### src/sv/lsc_pkg.sv
// Shared types, widths and helpers for the line segment window clipper.
`timescale 1ns / 1ps

package lsc_pkg;

   // Coordinate width and derived arithmetic widths
   localparam int CW = 16;               // coordinate width
   localparam int DW = CW + 1;           // differences and magnitudes
   localparam int PW = 2 * DW;           // products
   localparam int DIV_STEP = 4;          // quotient bits resolved per divider stage
   localparam int DIV_STAGES = (DW + DIV_STEP - 1) / DIV_STEP;
   localparam int QW = DIV_STEP * DIV_STAGES;   // quotient width, at least DW

   // Control register indexes
   localparam logic [1:0] CSR_LEFT   = 2'd0;
   localparam logic [1:0] CSR_BOTTOM = 2'd1;
   localparam logic [1:0] CSR_RIGHT  = 2'd2;
   localparam logic [1:0] CSR_TOP    = 2'd3;

   // Window reset corners
   localparam logic signed [CW-1:0] WIN_LOW_RESET  = '0;
   localparam logic signed [CW-1:0] WIN_HIGH_RESET = CW'(32767);

   typedef struct packed {
      logic signed [CW-1:0] start_x;
      logic signed [CW-1:0] start_y;
      logic signed [CW-1:0] end_x;
      logic signed [CW-1:0] end_y;
   } req_type;

   typedef struct packed {
      logic                 visible;
      logic signed [CW-1:0] clipped_start_x;
      logic signed [CW-1:0] clipped_start_y;
      logic signed [CW-1:0] clipped_end_x;
      logic signed [CW-1:0] clipped_end_y;
   } rsp_type;

   typedef struct packed {
      logic signed [CW-1:0] left;
      logic signed [CW-1:0] bottom;
      logic signed [CW-1:0] right;
      logic signed [CW-1:0] top;
   } window_type;

   // Entry/exit candidates of one axis
   typedef struct packed {
      logic          reject;
      logic          neg;
      logic [DW-1:0] mag;
      logic [DW-1:0] en_num;
      logic [DW-1:0] en_den;
      logic [DW-1:0] ex_num;
      logic [DW-1:0] ex_den;
   } axis_type;

   // Parameter unit result: chosen entry and exit fractions
   typedef struct packed {
      logic          valid;
      logic          reject;
      logic [DW-1:0] en_num;
      logic [DW-1:0] en_den;
      logic [DW-1:0] ex_num;
      logic [DW-1:0] ex_den;
      logic [DW-1:0] mag_x;
      logic [DW-1:0] mag_y;
      logic          neg_x;
      logic          neg_y;
      req_type       item;
   } frac_type;

   // Side data that rides along the divider pipeline
   typedef struct packed {
      logic    valid;
      logic    reject;
      logic    neg_x;
      logic    neg_y;
      req_type item;
   } side_type;

   function automatic logic signed [DW-1:0] sx(input logic signed [CW-1:0] v);
      return {v[CW-1], v};
   endfunction

   // base plus or minus the truncated offset, wrapped to coordinate width
   function automatic logic signed [CW-1:0] place(input logic signed [CW-1:0] base,
                                                  input logic neg,
                                                  input logic [QW-1:0] off);
      logic signed [DW-1:0] sum;
      if (neg) begin
         sum = sx(base) - off[DW-1:0];
      end else begin
         sum = sx(base) + off[DW-1:0];
      end
      return sum[CW-1:0];
   endfunction

endpackage

### src/sv/lsc_div.sv
// Pipelined restoring divider, a few quotient bits per stage.
`timescale 1ns / 1ps

module lsc_div (
   input  logic                    clock,
   input  logic                    en,
   input  logic [lsc_pkg::PW-1:0]  dividend,
   input  logic [lsc_pkg::DW-1:0]  divisor,
   output logic [lsc_pkg::QW-1:0]  quotient
);

   logic [lsc_pkg::DW-1:0] rem_ff [lsc_pkg::DIV_STAGES];
   logic [lsc_pkg::DW-1:0] den_ff [lsc_pkg::DIV_STAGES];
   logic [lsc_pkg::QW-1:0] low_ff [lsc_pkg::DIV_STAGES];
   logic [lsc_pkg::QW-1:0] quo_ff [lsc_pkg::DIV_STAGES];

   for (genvar s = 0; s < lsc_pkg::DIV_STAGES; s++) begin : g_stage
      logic [lsc_pkg::DW-1:0] rem_src, den_src, rem_in;
      logic [lsc_pkg::QW-1:0] low_src, quo_src, quo_in;

      if (s == 0) begin : g_first
         assign rem_src = lsc_pkg::DW'(dividend[lsc_pkg::PW-1:lsc_pkg::QW]);
         assign low_src = dividend[lsc_pkg::QW-1:0];
         assign quo_src = '0;
         assign den_src = divisor;
      end else begin : g_next
         assign rem_src = rem_ff[s-1];
         assign low_src = low_ff[s-1];
         assign quo_src = quo_ff[s-1];
         assign den_src = den_ff[s-1];
      end

      // shift in DIV_STEP dividend bits one at a time, subtract when it fits
      always_comb begin : step
         logic [lsc_pkg::DW:0] trial;
         rem_in = rem_src;
         quo_in = quo_src;
         trial  = '0;
         for (int j = 0; j < lsc_pkg::DIV_STEP; j++) begin
            trial = {rem_in, low_src[lsc_pkg::QW-1-s*lsc_pkg::DIV_STEP-j]};
            if (trial >= {1'b0, den_src}) begin
               rem_in = lsc_pkg::DW'(trial - {1'b0, den_src});
               quo_in[lsc_pkg::QW-1-s*lsc_pkg::DIV_STEP-j] = 1'b1;
            end else begin
               rem_in = trial[lsc_pkg::DW-1:0];
            end
         end
      end

      always_ff @(posedge clock) begin
         if (en) begin
            rem_ff[s] <= rem_in;
            den_ff[s] <= den_src;
            low_ff[s] <= low_src;
            quo_ff[s] <= quo_in;
         end
      end
   end

   assign quotient = quo_ff[lsc_pkg::DIV_STAGES-1];

endmodule
### config.mk
export PLATFORM = sky130hd
export DESIGN_NAME = lsc_div
export DESIGN_NICKNAME = d
export VERILOG_FILES = /design/src/sv/lsc_pkg.sv /design/src/sv/lsc_div.sv
export SDC_FILE = /design/constraint.sdc
export NUM_CORES = 1
export LEC_CHECK = 0
export ABC_AREA = 1
export BUFFER_PORTS_ARGS = -buffer_cell sky130_fd_sc_hd__buf_4
export CORE_ASPECT_RATIO = 0.6
export CORE_MARGIN = 2
export CORE_UTILIZATION = 65
export DETAILED_ROUTE_END_ITERATION = 8
export GPL_TIMING_DRIVEN = 0
export HOLD_SLACK_MARGIN = 0.05
export PLACE_DENSITY = 0.85
export SLEW_MARGIN = 20
export SYNTH_ARGS = -nofsm -noshare
export SYNTH_HDL_FRONTEND = slang
export SYNTH_SLANG_ARGS = --single-unit
### constraint.sdc
create_clock -name clock -period 13 [get_ports clock]
set_input_delay 3.25 -clock clock [delete_from_list [all_inputs] [get_ports clock]]
set_output_delay 3.25 -clock clock [all_outputs]
set_load 0.005 [all_outputs]
======== After elaboration in Yosys (flattened, before gate mapping) ========
Memory sizes are Yosys's and may differ from the RTL's.
Index checks and enable logic that the tools add are counted.
word-level totals
  memory bits (writable) .................. 370
  output and inout bits ................... 20
  register bits ........................... 0
  memories kept ........................... 4
  logic and storage cells ................. 86
memories
  memory  words  bits a word  read ports  clocked after Yosys merged registers in  write ports  line           RTL
  low_ff  5      20           4           0                                        5            lsc_div.sv:14  logic [lsc_pkg::QW-1:0] low_ff [lsc_pkg::DIV_STAGES];
  quo_ff  5      20           5           0                                        5            lsc_div.sv:15  logic [lsc_pkg::QW-1:0] quo_ff [lsc_pkg::DIV_STAGES];
  den_ff  5      17           4           0                                        5            lsc_div.sv:13  logic [lsc_pkg::DW-1:0] den_ff [lsc_pkg::DIV_STAGES];
  rem_ff  5      17           4           0                                        5            lsc_div.sv:12  logic [lsc_pkg::DW-1:0] rem_ff [lsc_pkg::DIV_STAGES];
cells by class
  $add $sub $neg .......................... 20
  muxes and demuxes ....................... 42
  order comparisons ....................... 20
operators by type and width
  operator          number
  $ge A18 B17 Y1    19
  $mux W17          20
  $sub A17 B17 Y17  19
  $mux W1           22
  $ge A15 B17 Y1    1
  $sub A15 B17 Y17  1

======== Longest topological paths before layout ========
An unclocked memory read counts as a cell.
  depth after elaboration ................. 9
  gate-level depth with buffers ........... 59
  gate-level depth less buffers ........... 55

======== Least setup slack after synthesis ========
Ideal clock, no wire load.
  path type ............................... input to register
  start ................................... input port divisor[3] (netlist bit)
  end ..................................... memory rem_ff[0][7] (netlist bit), data pin
  data arrival time ....................... 9.798 ns
  slack ................................... 2.950 ns
  stages on the path ...................... 52
  path buffers ............................ 5
  data required time ...................... 12.748 ns
  cell sequence ........................... inv_1 ha_1 buf_2 nand2_1 inv_1 nand2_1 nand2_1 nand2_1 nand2_1 nand2_1 nand4_1 buf_4 or2_2 nand2_1 inv_1 ha_1 a21oi_1 nand2_1 [... 16 more ...] a21oi_1 nand3_2 inv_1 buf_2 nand2_1 o21ai_0 fa_1 nand3_1 nand2_1 a21oi_1 o21ai_0 nand2_1 o311ai_0 a21oi_1 nand3_2 buf_4 nand2_1 nand2_1
RTL lines
  item         line           RTL
  from (decl)  lsc_div.sv:8   input logic [lsc_pkg::DW-1:0] divisor,
  to (decl)    lsc_div.sv:12

==> results.py <==
metrics = {
    "synth": {
        "synthesis.nets": 4453,
        "avgSynthCellArea_um2": 6.91,
        "synth-edff-count": 236,
        "syn_area_um2": 27900,
        "syn_inst": 4043,
        "ys_ff_latch": 236,
        "synthDistinctLibCells": 48,
        "async_flop_share_pct": 0,
        "yosysSeqAreaShare_pct": 25.4,
        "yosys_warnings": 0,
        "synth-main-ff-cell": "edfxtp_1",
    },
    "global_route": {
        "grt-ovfl-total": 0,
        "grt_max_degree": 97,
        "antenna_found_initial": 0,
        "grt_pass1_vias": 23905,
        "grtUsageTotal_pct": 39.4,
        "grt_pass1_wl_um": 136000,
    },
    "cells_and_area": {
        "final_cells": 4731,
        "fin_area_um2": 30100,
        "nFillCells": 3618,
        "final_cell_mix": "nand2_1 (1,319), inv_1 (531), ha_1 (338)",
        "synthToLayoutAreaGrowth_pct": 7.72,
        "multi_input_area_um2": 18500,
        "register_area_um2": 7090,
        "n_antenna_cell": 0,
        "layout.cells.most_common": "nand2_1",
        "nets": 4554,
        "drive_gt1_share_pct": 5.79,
    },
    "worst_setup_path": {
        "slowest_delay_ns": 0.42,
        "critical_path_class": "primary input to flop",
        "cp_max_fo": 10,
        "critPathRequiredTime_ns": 13.43,
        "cp-end-kind": "flop",
        "path_common_cell": "nand2_1",
        "crit_slowest_cell": "ha_1",
        "cp.arrival_ns": 12.22,
        "startpoint_type": "primary input",
    },
    "floorplanning": {
        "die_h_um": 165,
        "die_area_um2": 44700,
        "initial_core_util_pct": 66.3,
        "die_x_um": 272,
        "rows": 58,
        "io_pins": 73,
        "core_area_um2": 42200,
    },
    "sta": {
        "max_freq_mhz": 84.8,
        "slew_headroom_pct": 47.5,
        "slew_violations": 0,
        "min_period_ns": 11.79,
        "worstMarginPinSlew_ns": 0.779,
        "finalHoldViolCount": 0,
        "setup_slack_ns": 1.21,
        "fin_skew_ns": 0.0173,
        "fin_crit_sh_pct": 90.7,
        "grt_setup_unrepaired": "no",
        "setup_viol": 0,
        "fin_setup_tns_ns": 0,
    },
    "placed_design": {
        "place_congestion": 1.03,
        "placed_cell_area_um2": 29300,
        "dp_cells": 4687,
        "dp_hpwl_um": 73100,
        "dpl_worst_slack_ns": 0.925,
        "io_buffers": 72,
    },
    "clock_network": {
        "clk_pin_slew_ns": 0.06,
        "clockRootBuffer": "clkbuf_16",
        "cts_inserted_buffers": 25,
        "clk-insertion-delay-late_ns": 0.57,
        "clock_sinks": 236,
        "cts_resized": 0,
        "cts_tree": "done",
        "cts_hold_buffers": 0,
        "clock_path_buffers": 3,
        "post-cts-setup-buffers": 0,
        "ctsHtreeMaxLevel": 1,
    },
    "drt": {
        "dr.first_iter.drc_count": 4090,
        "routed.top_layer": "met5",
        "antenna_left": 0,
        "drt_wl_total_um": 89100,
        "drt-vias-per-instance": 5.92,
        "wirelength_met1_um": 41800,
        "post-route-drc-count": 0,
        "wl_met2_um": 30500,
        "dr_wl_met3_um": 15700,
        "vias": 27992,
        "routedWlPerCell_um": 18.8,
        "dr.pass1.iters": 8,
    },
    "run_status": {
        "status": "finished clean",
    },
    "worst_hold_path": {
        "hold_class": "flop to flop",
    },
    "flow_run": {
        "drv_cap": 0,
    },
}
## metrics by stage
| stage | utilization [%] | hold slack (ns) |
|---|---|---|
| after floorplan | - | 0.400 |
| after global placement | 69.3 | 0.400 |
| after detailed placement | 69.4 | 0.405 |
| after CTS | 71.4 | 0.419 |
| after global routing | 71.4 | 0.421 |
| final | 71.4 | 0.419 |
## Yosys cell counts (all sizes together), types with 8 or more instances
library cell,instances,area [um^2]
o21ai,255,1310
nand3,238,1290
o21a,12,90.1
a21o,21,158
or2,22,138
inv,537,2020
nand4,34,213
nor3,33,165
nor2,257,1040
fa,19,380
xor2,131,1150
a21boi,8,60.1
edfxtp,236,7090
buf,44,282
nand3b,30,225
o21bai,21,158
a31oi,18,113
xnor2,105,920
a21oi,297,1490
nand2,1338,5100
ha,338,4230
## layout make-up
type / count / area share (%)
plain buffers: 51 / 1.03
clock buffers: 25 / 2.08
flip-flops and latches: 236 / 23.5
inverters: 537 / 6.70
well taps: 570 / 2.37
clock inverters: 19 / 0.719
repair buffers: 74 / 2.00
multi-input cells: 3219 / 61.6
## flip-flops by register name (all words and copies together), names as in the netlist
name and cells:
den_ff 68, low_ff 40, quo_ff 60, rem_ff 68
## worst max-delay path, delay by kind of cell
| kind | cells | cell delay [ns] |
|---|---|---|
| buffers and inverters | 7 | 1.55 |
| AO/OA/AOI/OAI | 17 | 3.46 |
| adder cells (fa/ha/maj) | 4 | 1.45 |
| AND/OR/NAND/NOR | 22 | 2.50 |
## worst paths after layout
check                           from                       to  slack [ns]  depth (start not counted)
max                      divisor[12]  rem_ff[0][14]$_DFFE_PP_        1.21                         50
min          quo_ff[0][55]$_DFFE_PP_  quo_ff[0][75]$_DFFE_PP_        0.42                          0
max reg2reg  den_ff[0][18]$_DFFE_PP_  rem_ff[0][44]$_DFFE_PP_        3.07                         56
min reg2reg  quo_ff[0][55]$_DFFE_PP_  quo_ff[0][75]$_DFFE_PP_        0.42                          0
## per-layer routing
layer  vias to the layer above  track usage, %
li1                      13571               -
met1                     12579            63.8
met2                      1728            48.0
met3                       110            15.3
met4                         4            4.55
met5                         -            2.96
## cell families after synthesis
family	after synthesis	synth area share, %
buffers and inverters	588	8.32
XOR/XNOR	236	7.40
AND/OR/NAND/NOR	1968	29.6
adder cells (fa/ha/maj)	357	16.5
flip-flops	236	25.4
AO/OA/AOI/OAI	658	12.8
Power is left out: the tool's default activity adds up to more than one toggle a clock period on the data nets, which glitch-free logic cannot reach.
