File: src/sv/lsc_pkg.sv
// Shared types, widths and helpers for the line segment window clipper.
`timescale 1ns / 1ps

package lsc_pkg;

   // Coordinate width and derived arithmetic widths
   localparam int CW = 16;               // coordinate width
   localparam int DW = CW + 1;           // differences and magnitudes
   localparam int PW = 2 * DW;           // products
   localparam int DIV_STEP = 4;          // quotient bits resolved per divider stage
   localparam int DIV_STAGES = (DW + DIV_STEP - 1) / DIV_STEP;
   localparam int QW = DIV_STEP * DIV_STAGES;   // quotient width, at least DW

   // Control register indexes
   localparam logic [1:0] CSR_LEFT   = 2'd0;
   localparam logic [1:0] CSR_BOTTOM = 2'd1;
   localparam logic [1:0] CSR_RIGHT  = 2'd2;
   localparam logic [1:0] CSR_TOP    = 2'd3;

   // Window reset corners
   localparam logic signed [CW-1:0] WIN_LOW_RESET  = '0;
   localparam logic signed [CW-1:0] WIN_HIGH_RESET = CW'(32767);

   typedef struct packed {
      logic signed [CW-1:0] start_x;
      logic signed [CW-1:0] start_y;
      logic signed [CW-1:0] end_x;
      logic signed [CW-1:0] end_y;
   } req_type;

   typedef struct packed {
      logic                 visible;
      logic signed [CW-1:0] clipped_start_x;
      logic signed [CW-1:0] clipped_start_y;
      logic signed [CW-1:0] clipped_end_x;
      logic signed [CW-1:0] clipped_end_y;
   } rsp_type;

   typedef struct packed {
      logic signed [CW-1:0] left;
      logic signed [CW-1:0] bottom;
      logic signed [CW-1:0] right;
      logic signed [CW-1:0] top;
   } window_type;

   // Entry/exit candidates of one axis
   typedef struct packed {
      logic          reject;
      logic          neg;
      logic [DW-1:0] mag;
      logic [DW-1:0] en_num;
      logic [DW-1:0] en_den;
      logic [DW-1:0] ex_num;
      logic [DW-1:0] ex_den;
   } axis_type;

   // Parameter unit result: chosen entry and exit fractions
   typedef struct packed {
      logic          valid;
      logic          reject;
      logic [DW-1:0] en_num;
      logic [DW-1:0] en_den;
      logic [DW-1:0] ex_num;
      logic [DW-1:0] ex_den;
      logic [DW-1:0] mag_x;
      logic [DW-1:0] mag_y;
      logic          neg_x;
      logic          neg_y;
      req_type       item;
   } frac_type;

   // Side data that rides along the divider pipeline
   typedef struct packed {
      logic    valid;
      logic    reject;
      logic    neg_x;
      logic    neg_y;
      req_type item;
   } side_type;

   function automatic logic signed [DW-1:0] sx(input logic signed [CW-1:0] v);
      return {v[CW-1], v};
   endfunction

   // base plus or minus the truncated offset, wrapped to coordinate width
   function automatic logic signed [CW-1:0] place(input logic signed [CW-1:0] base,
                                                  input logic neg,
                                                  input logic [QW-1:0] off);
      logic signed [DW-1:0] sum;
      if (neg) begin
         sum = sx(base) - off[DW-1:0];
      end else begin
         sum = sx(base) + off[DW-1:0];
      end
      return sum[CW-1:0];
   endfunction

endpackage

File: src/sv/lsc_param.sv
// Entry and exit parameter pipeline: edge distances, axis candidates, max/min select.
`timescale 1ns / 1ps

module lsc_param (
   input  logic                 clock,
   input  logic                 reset,
   input  logic                 en,
   input  logic                 in_valid,
   input  lsc_pkg::req_type     in_req,
   input  lsc_pkg::window_type  win,
   output lsc_pkg::frac_type    frac
);

   // One axis: distances to low and high edge give entry and exit candidates
   function automatic lsc_pkg::axis_type axis_bound(input logic signed [lsc_pkg::DW-1:0] d,
                                                    input logic signed [lsc_pkg::DW-1:0] qlo,
                                                    input logic signed [lsc_pkg::DW-1:0] qhi);
      lsc_pkg::axis_type r;
      logic signed [lsc_pkg::DW-1:0] enq;
      logic signed [lsc_pkg::DW-1:0] exq;
      r.neg    = d < 0;
      r.mag    = (d < 0) ? $unsigned(-d) : $unsigned(d);
      r.en_num = '0;
      r.en_den = lsc_pkg::DW'(1);
      r.ex_num = lsc_pkg::DW'(1);
      r.ex_den = lsc_pkg::DW'(1);
      r.reject = 1'b0;
      if (d > 0) begin
         enq = -qlo;
         exq = qhi;
      end else begin
         enq = -qhi;
         exq = qlo;
      end
      if (d == 0) begin
         r.reject = (qlo < 0) || (qhi < 0);
      end else begin
         if (enq > 0) begin
            r.en_num = $unsigned(enq);
            r.en_den = r.mag;
         end
         if (exq < 0) begin
            r.reject = 1'b1;
         end else if ($unsigned(exq) < r.mag) begin
            r.ex_num = $unsigned(exq);
            r.ex_den = r.mag;
         end
      end
      return r;
   endfunction

   // Stage A: direction and edge distances
   logic                            a_valid_ff, a_valid_in;
   lsc_pkg::req_type                a_req_ff;
   logic signed [lsc_pkg::DW-1:0]   a_dx_ff, a_dy_ff, a_dx_in, a_dy_in;
   logic signed [lsc_pkg::DW-1:0]   a_ql_ff, a_qr_ff, a_qb_ff, a_qt_ff;
   logic signed [lsc_pkg::DW-1:0]   a_ql_in, a_qr_in, a_qb_in, a_qt_in;

   assign a_valid_in = in_valid;
   assign a_dx_in = lsc_pkg::sx(in_req.end_x) - lsc_pkg::sx(in_req.start_x);
   assign a_dy_in = lsc_pkg::sx(in_req.end_y) - lsc_pkg::sx(in_req.start_y);
   assign a_ql_in = lsc_pkg::sx(in_req.start_x) - lsc_pkg::sx(win.left);
   assign a_qr_in = lsc_pkg::sx(win.right) - lsc_pkg::sx(in_req.start_x);
   assign a_qb_in = lsc_pkg::sx(in_req.start_y) - lsc_pkg::sx(win.bottom);
   assign a_qt_in = lsc_pkg::sx(win.top) - lsc_pkg::sx(in_req.start_y);

   always_ff @(posedge clock) begin
      if (reset) begin
         a_valid_ff <= 1'b0;
      end else if (en) begin
         a_valid_ff <= a_valid_in;
      end
      if (en) begin
         a_req_ff <= in_req;
         a_dx_ff  <= a_dx_in;
         a_dy_ff  <= a_dy_in;
         a_ql_ff  <= a_ql_in;
         a_qr_ff  <= a_qr_in;
         a_qb_ff  <= a_qb_in;
         a_qt_ff  <= a_qt_in;
      end
   end

   // Stage B: per-axis candidates
   logic               b_valid_ff;
   lsc_pkg::req_type   b_req_ff;
   lsc_pkg::axis_type  b_x_ff, b_y_ff, b_x_in, b_y_in;

   assign b_x_in = axis_bound(a_dx_ff, a_ql_ff, a_qr_ff);
   assign b_y_in = axis_bound(a_dy_ff, a_qb_ff, a_qt_ff);

   always_ff @(posedge clock) begin
      if (reset) begin
         b_valid_ff <= 1'b0;
      end else if (en) begin
         b_valid_ff <= a_valid_ff;
      end
      if (en) begin
         b_req_ff <= a_req_ff;
         b_x_ff   <= b_x_in;
         b_y_ff   <= b_y_in;
      end
   end

   // Stage C: cross products to compare the two axes
   logic                     c_valid_ff;
   lsc_pkg::req_type         c_req_ff;
   lsc_pkg::axis_type        c_x_ff, c_y_ff;
   logic [lsc_pkg::PW-1:0]   c_enx_ff, c_eny_ff, c_exx_ff, c_exy_ff;
   logic [lsc_pkg::PW-1:0]   c_enx_in, c_eny_in, c_exx_in, c_exy_in;

   assign c_enx_in = b_x_ff.en_num * b_y_ff.en_den;
   assign c_eny_in = b_y_ff.en_num * b_x_ff.en_den;
   assign c_exx_in = b_x_ff.ex_num * b_y_ff.ex_den;
   assign c_exy_in = b_y_ff.ex_num * b_x_ff.ex_den;

   always_ff @(posedge clock) begin
      if (reset) begin
         c_valid_ff <= 1'b0;
      end else if (en) begin
         c_valid_ff <= b_valid_ff;
      end
      if (en) begin
         c_req_ff <= b_req_ff;
         c_x_ff   <= b_x_ff;
         c_y_ff   <= b_y_ff;
         c_enx_ff <= c_enx_in;
         c_eny_ff <= c_eny_in;
         c_exx_ff <= c_exx_in;
         c_exy_ff <= c_exy_in;
      end
   end

   // Stage D: entry is the larger fraction, exit the smaller
   lsc_pkg::frac_type  d_frac_ff, d_frac_in;
   logic               d_en_x, d_ex_x;

   assign d_en_x = c_enx_ff > c_eny_ff;
   assign d_ex_x = c_exx_ff < c_exy_ff;

   always_comb begin
      d_frac_in.valid  = c_valid_ff;
      d_frac_in.reject = c_x_ff.reject | c_y_ff.reject;
      d_frac_in.en_num = d_en_x ? c_x_ff.en_num : c_y_ff.en_num;
      d_frac_in.en_den = d_en_x ? c_x_ff.en_den : c_y_ff.en_den;
      d_frac_in.ex_num = d_ex_x ? c_x_ff.ex_num : c_y_ff.ex_num;
      d_frac_in.ex_den = d_ex_x ? c_x_ff.ex_den : c_y_ff.ex_den;
      d_frac_in.mag_x  = c_x_ff.mag;
      d_frac_in.mag_y  = c_y_ff.mag;
      d_frac_in.neg_x  = c_x_ff.neg;
      d_frac_in.neg_y  = c_y_ff.neg;
      d_frac_in.item   = c_req_ff;
   end

   always_ff @(posedge clock) begin
      if (reset) begin
         d_frac_ff <= '0;
      end else if (en) begin
         d_frac_ff <= d_frac_in;
      end
   end

   assign frac = d_frac_ff;

   // Exit fraction never exceeds one
   assert property (@(posedge clock) disable iff (reset)
      (en && c_valid_ff) |=> (d_frac_ff.ex_num <= d_frac_ff.ex_den))
      else $error("exit fraction above one");
   // A zero-length axis never offers a crossing
   assert property (@(posedge clock) disable iff (reset)
      (en && a_valid_ff && a_dx_ff == 0) |=> (b_x_ff.en_num == 0))
      else $error("entry candidate on parallel axis");
   // Denominators stay non-zero
   assert property (@(posedge clock) disable iff (reset)
      (en && c_valid_ff) |=> (d_frac_ff.en_den != 0 && d_frac_ff.ex_den != 0))
      else $error("zero denominator");

endmodule

File: config.mk
export PLATFORM = sky130hd
export DESIGN_NAME = lsc_param
export DESIGN_NICKNAME = d
export VERILOG_FILES = /design/src/sv/lsc_pkg.sv /design/src/sv/lsc_param.sv
export SDC_FILE = /design/constraint.sdc
export NUM_CORES = 2
export LEC_CHECK = 0
export BUFFER_PORTS_ARGS = -buffer_cell sky130_fd_sc_hd__buf_4
export CAP_MARGIN = 20
export CORE_MARGIN = 8
export CORE_UTILIZATION = 30
export CTS_CLUSTER_DIAMETER = 40
export DETAILED_ROUTE_END_ITERATION = 10
export PLACE_DENSITY = 0.53
export SLEW_MARGIN = 30
export SYNTH_ARGS = -nofsm -noshare
export SYNTH_HDL_FRONTEND = slang
export SYNTH_SLANG_ARGS = --single-unit
File: constraint.sdc
create_clock -name clock -period 15.9 [get_ports clock]
set_input_delay 0.795 -clock clock [delete_from_list [all_inputs] [get_ports clock]]
set_output_delay 0.795 -clock clock [all_outputs]
set_load 0.01 [all_outputs]
# Yosys cells after proc, flatten, opt, wreduce, memory -nomap -nowiden

Index checks and enable logic that the tools add are counted.

Bits in registers: 951
Bits in latches: 0
RAM bits: 0
Memory bits (read-only): 0
Bits of input ports: 132
Output and inout port bits: 170
Word-level logic and storage cells: 126
Memories kept: 0

$add $sub $neg: 12
Multiply operators: 4
Divide/modulo/power cells: 0
Magnitude comparators: 16
Equality and inequality tests: 0
Shift-type cells: 0
Muxes and demuxes: 14
Bitwise operators: 5
Reductions and logical operators: 8

Operator list:

| kind                  | count |
|---|---|
| $mux W17              | 10 |
| $lt A17 B1 Y1 const B | 8 |
| $mul A17 B17 Y34      | 4 |
| $neg A17 Y17          | 6 |
| $sub A16 B16 Y17      | 6 |
| $gt A17 B1 Y1 const B | 4 |
| $logic_not A32 Y1     | 2 |
| $gt A34 B34 Y1        | 1 |
| $lt A17 B17 Y1        | 2 |
| $lt A34 B34 Y1        | 1 |
| $reduce_or A3 Y1      | 2 |
| $mux W1               | 4 |
| $not A1 Y1            | 4 |
| $reduce_or A2 Y1      | 2 |
| $logic_or A1 B1 Y1    | 2 |
| $or A1 B1 Y1          | 1 |

# Longest topological paths before layout

Depth after elaboration: 5
Depth in mapped cells: 24
Gate-level depth less buffers: 22

# Worst setup path after synthesis

OpenSTA, ideal clock, no wires.

Path kind: register -> register
Start point: register b_y_ff[8] (netlist bit)
End point: register c_exx_ff[31] (netlist bit), data pin
Setup time: 0.259 ns
Data arrival time: 6.277 ns
Data required time: 15.641 ns
Slack: 9.364 ns
Stages on the path, launching flop included: 23
Buffers on the path: 1
Period minus slack after synthesis: 6.536 ns
Cells stage by stage: edfxtp_1 -> clkbuf_1 -> nand2_1 -> fa_1 -> inv_1 -> fa_1 -> inv_1 -> fa_1 -> inv_1 -> fa_1 -> fa_1 -> inv_1 -> fa_1 -> inv_1 -> ha_1 -> a211oi_1 -> o221ai_1 -> a221o_1 -> a2111oi_0 -> nor4b_1 -> a21oi_1 -> o21ai_0 -> xnor2_1

Word-level cells in the longest chain between the ends: 1

RTL lines:

| item                        | RTL line         | source |
|---|---|---|
| from (decl)                 | lsc_param.sv:87  | `lsc_pkg::axis_type b_x_ff, b_y_ff, b_x_in, b_y_in;` |
| from (signal assigned)      | lsc_param.sv:101 | `b_y_ff <= b_y_in;` |
| $mul A17 B17 Y34            | lsc_param.sv:114 | `assign c_exx_in = b_x_ff.ex_num * b_y_ff.ex_den;` |
| named net c_exx_in, one bit | lsc_param.sv:110 | `logic [lsc_pkg::PW-1:0] c_enx_in, c_eny_in, c_exx_in, c_exy_in;` |
| to (signal assigned)        | lsc_param.sv:129 | `c_exx_ff <= c_exx_in;` |
| to (decl)                   | lsc_param.sv:109 | `logic [lsc_pkg::PW-1:0] c_enx_ff, c_eny_ff, c_exx_ff, c_exy_ff;` |

The timed path passes the listed nets, and every way through them passes these cells.
A chain may end at the register's enable or synchronous reset.

# Final worst setup path

Start point: register b_x_ff[30] (netlist bit)
End point: register c_exx_ff[31] (netlist bit), data pin

Word-level cells in the longest chain between the ends: 1

RTL lines:

| item                        | RTL line         | source |
|---|---|---|
| from (decl)                 | lsc_param.sv:87  |  |
| from (signal assigned)      | lsc_param.sv:100 | `b_x_ff <= b_x_in;` |
| $mul A17 B17 Y34            | lsc_param.sv:114 |  |
| named net c_exx_in, one bit | lsc_param.sv:110 |  |

The timed path passes the listed nets, and every way through them passes these cells.

==> flow_metrics.tcl <==
set metrics [dict create \
    status "finished clean" \
    cts_resized 0 \
    endpoint_kind "flip-flop" \
    critical_path.startpoint_type "flip-flop" \
    ys_seq_elements 951 \
    maxCapViolCount 0 \
    hold_buffers 0 \
    finalPower_mw 16.9 \
    antenna_found_initial 36 \
    htree_levels 4 \
    dp_hpwl_mm 180 \
    synthAdderAreaFrac 0.332 \
    synth_top_area_cell "edfxtp_1" \
    rows 187 \
    ant_nets 0 \
    power.leakage_nw 41.1 \
    post-route-period-util 0.471 \
    grt_pass1_vias 56600 \
    cp_data_arrival_time_ns 8.01 \
    finalHoldViolCount 0 \
    ff2ff_setup_slack_ns 8.42 \
    dr.pass1.iters 5 \
    fin_hold_ws_ns 0.171 \
    dp.cells 11000 \
    wl_per_cell_um 20.4 \
    worstSkewPairLatency_ns 0.84 \
    synth_compound_area_frac 0.0631 \
    r2r-end "c_exx_ff[31]" \
    num-fill-cells 26200 \
    hold_depth 1 \
    synth_top_family_by_area "adder cells" \
    drt_iter0_drc 3865 \
    grt_max_degree 165 \
    critPathKind "flip-flop to flip-flop" \
    cts_tree "done" \
    fin_setup_tns_ns 0 \
    grt_pass1_wl_mm 349 \
    power_density_nw_per_um2 189 \
    fin_cells 11300 \
    nets 9418 \
    period_minus_slack_ns 7.48 \
    syn-cell-area_um2 78300 \
    fmax_mhz 134 \
    synth_most_common_cell "inv_1" \
    yosys-top-cells-area "edfxtp_1, fa_1, ha_1" \
    r2r_start "b_x_ff[30]" \
    ys_seq_area_frac 0.343 \
    final_layout_size_suffix_gt1_frac 0.0857 \
    hp-start "in_req[15]" \
    setup_viol 0 \
    post-place-ws_ns 8.54 \
    vias_per_cell 4.78 \
    initial_core_util 0.302 \
    synthSimpleGateAreaFrac 0.135 \
    seqCellArea_um2 26800 \
    ys_warn_count 0 \
    die_h_um 527 \
    cp.required_ns 16.43 \
    synth_flop_cell "edfxtp_1" \
    holdPathEnd "a_req_ff[15]" \
    coreArea_um2 260000 \
    rr_worst_depth 19 \
    cts_buffers 156 \
    multi_input_area_um2 45600 \
    slew_viol_final 0 \
    hold_path_class "primary input to flip-flop" \
    clock_sinks 951 \
    routed_wl_mm 230 \
    rsz0062_at_grt "no" \
    skew_ns 0.0815 \
    synthesis.instances 7470 \
    die_area_um2 278000 \
    ir_drop_mv 0.231 \
    cts_setup_buffers 0 \
    drc 0 \
    fin_area_um2 89800 \
    async_flop_share 0 \
    synth-edff-count 778 \
    synthToLayoutAreaGrowth_pct 14.7 \
    synth_cell_types 86 \
    synth-xor-area-share 0.0270 \
    clk_pin_slew_ns 0.05 \
    muxShareOfSynthArea 0.0237 \
    yosys.area.top_type_share 0.298 \
    gp_congestion 0.918 \
    dpl_cell_area_um2 84500 \
    io_pins 302 \
    layout_setup_ws_ns 8.42 \
    final_core_util 0.346 \
    dr_total_vias 53800 \
    cts_buffer_depth 4 \
    clock-root-buffer "clkbuf_16" \
    grt_usage 0.163 \
    worstMarginPinSlew_ns 1.06 \
    relSlewSlack 0.283 \
    chipWidth_um 527 \
    synth_area_per_cell_um2 10.5 \
    ys_top_cells_by_count "inv_1, fa_1, nand2_1" \
    grt_overflow 0 \
    timing.critical_path.fanout_max 18 \
    portBuffers 301 \
]
## metal layers
layer	wire (um)	track usage	share of wire	up-vias
met2	96200	0.244	0.42	1823
li1	-	-	-	24700
met1	104000	0.227	0.45	26900
met3	20400	0.0443	0.089	414
met5	172	0	0.00075	-
met4	8730	0.0566	0.038	24
## cells by family after synthesis
family                   count (synthesis)
AO/OA/AOI/OAI                          748
XOR/XNOR                               241
adder cells (fa/ha/maj)               1535
buffers and inverters                 1594
flip-flops                             951
multiplexers                           185
other                                    1
AND/OR/NAND/NOR                       2215
## flip-flops by register name (all words and copies together), names as in the netlist, 64 cells and up
signal,cells
b_y_ff,87
a_req_ff,64
c_x_ff,87
c_y_ff,87
frac,170
b_req_ff,64
b_x_ff,87
c_req_ff,64
## cell type report
type                       instances  share of cell area
antenna                            4            0.000111
sequential                       951               0.299
timing repair buffer             369              0.0317
clock buffer                     178              0.0456
inverter                        1345              0.0562
multi-input combinational       4928               0.508
tap                             3402              0.0474
clock inverter                    96              0.0126
## power breakdown
group / switching, mW / internal (mW) / total (mW)
registers: 0.458 / 3.52 / 3.97
clock network: 1.28 / 2.13 / 3.40
logic: 5.64 / 3.91 / 9.55
total: 7.37 / 9.56 / 16.9
## critical path, stage by stage (launching register included)
cell and delay [ns]:
edfxtp_1 0.93, nand2_1 0.18, fa_1 0.54, fa_1 0.54
fa_1 0.52, inv_1 0.06, fa_1 0.50, fa_1 0.51
inv_1 0.06, fa_1 0.47, inv_1 0.04, ha_1 0.34
a211oi_1 0.37, o221ai_1 0.20, a221o_1 0.37, a2111oi_1 0.79
nor4b_1 0.25, a21oi_1 0.27, o21ai_0 0.13, xnor2_1 0.14
## placed cells by master (no fill, tap or decap), types with 159 or more instances in the layout
cell type  netlist  layout
clkbuf_16        0     159
fa_1           902     902
nor2_1         457     457
mux2i_1        184     184
inv_1         1345    1345
nand2_1        856     856
ha_1           633     633
dfxtp_1        173     173
buf_4            5     357
edfxtp_1       778     778
and2_1         521     521
a21oi_1        201     200
## worst max path at each step
stage,start,to,slack [ns],cells past startpoint
floorplan,b_y_ff[8],c_exx_ff[31],9.36,22
global placement,b_y_ff[8],c_exx_ff[31],8.28,21
detailed placement,b_y_ff[8],c_exx_ff[31],8.54,21
CTS,b_x_ff[29],c_exx_ff[31],8.46,19
global route,b_x_ff[29],c_exx_ff[31],8.15,19
finish,b_x_ff[30],c_exx_ff[31],8.42,19
No activity file was read; power rests on OpenSTA's default activity.
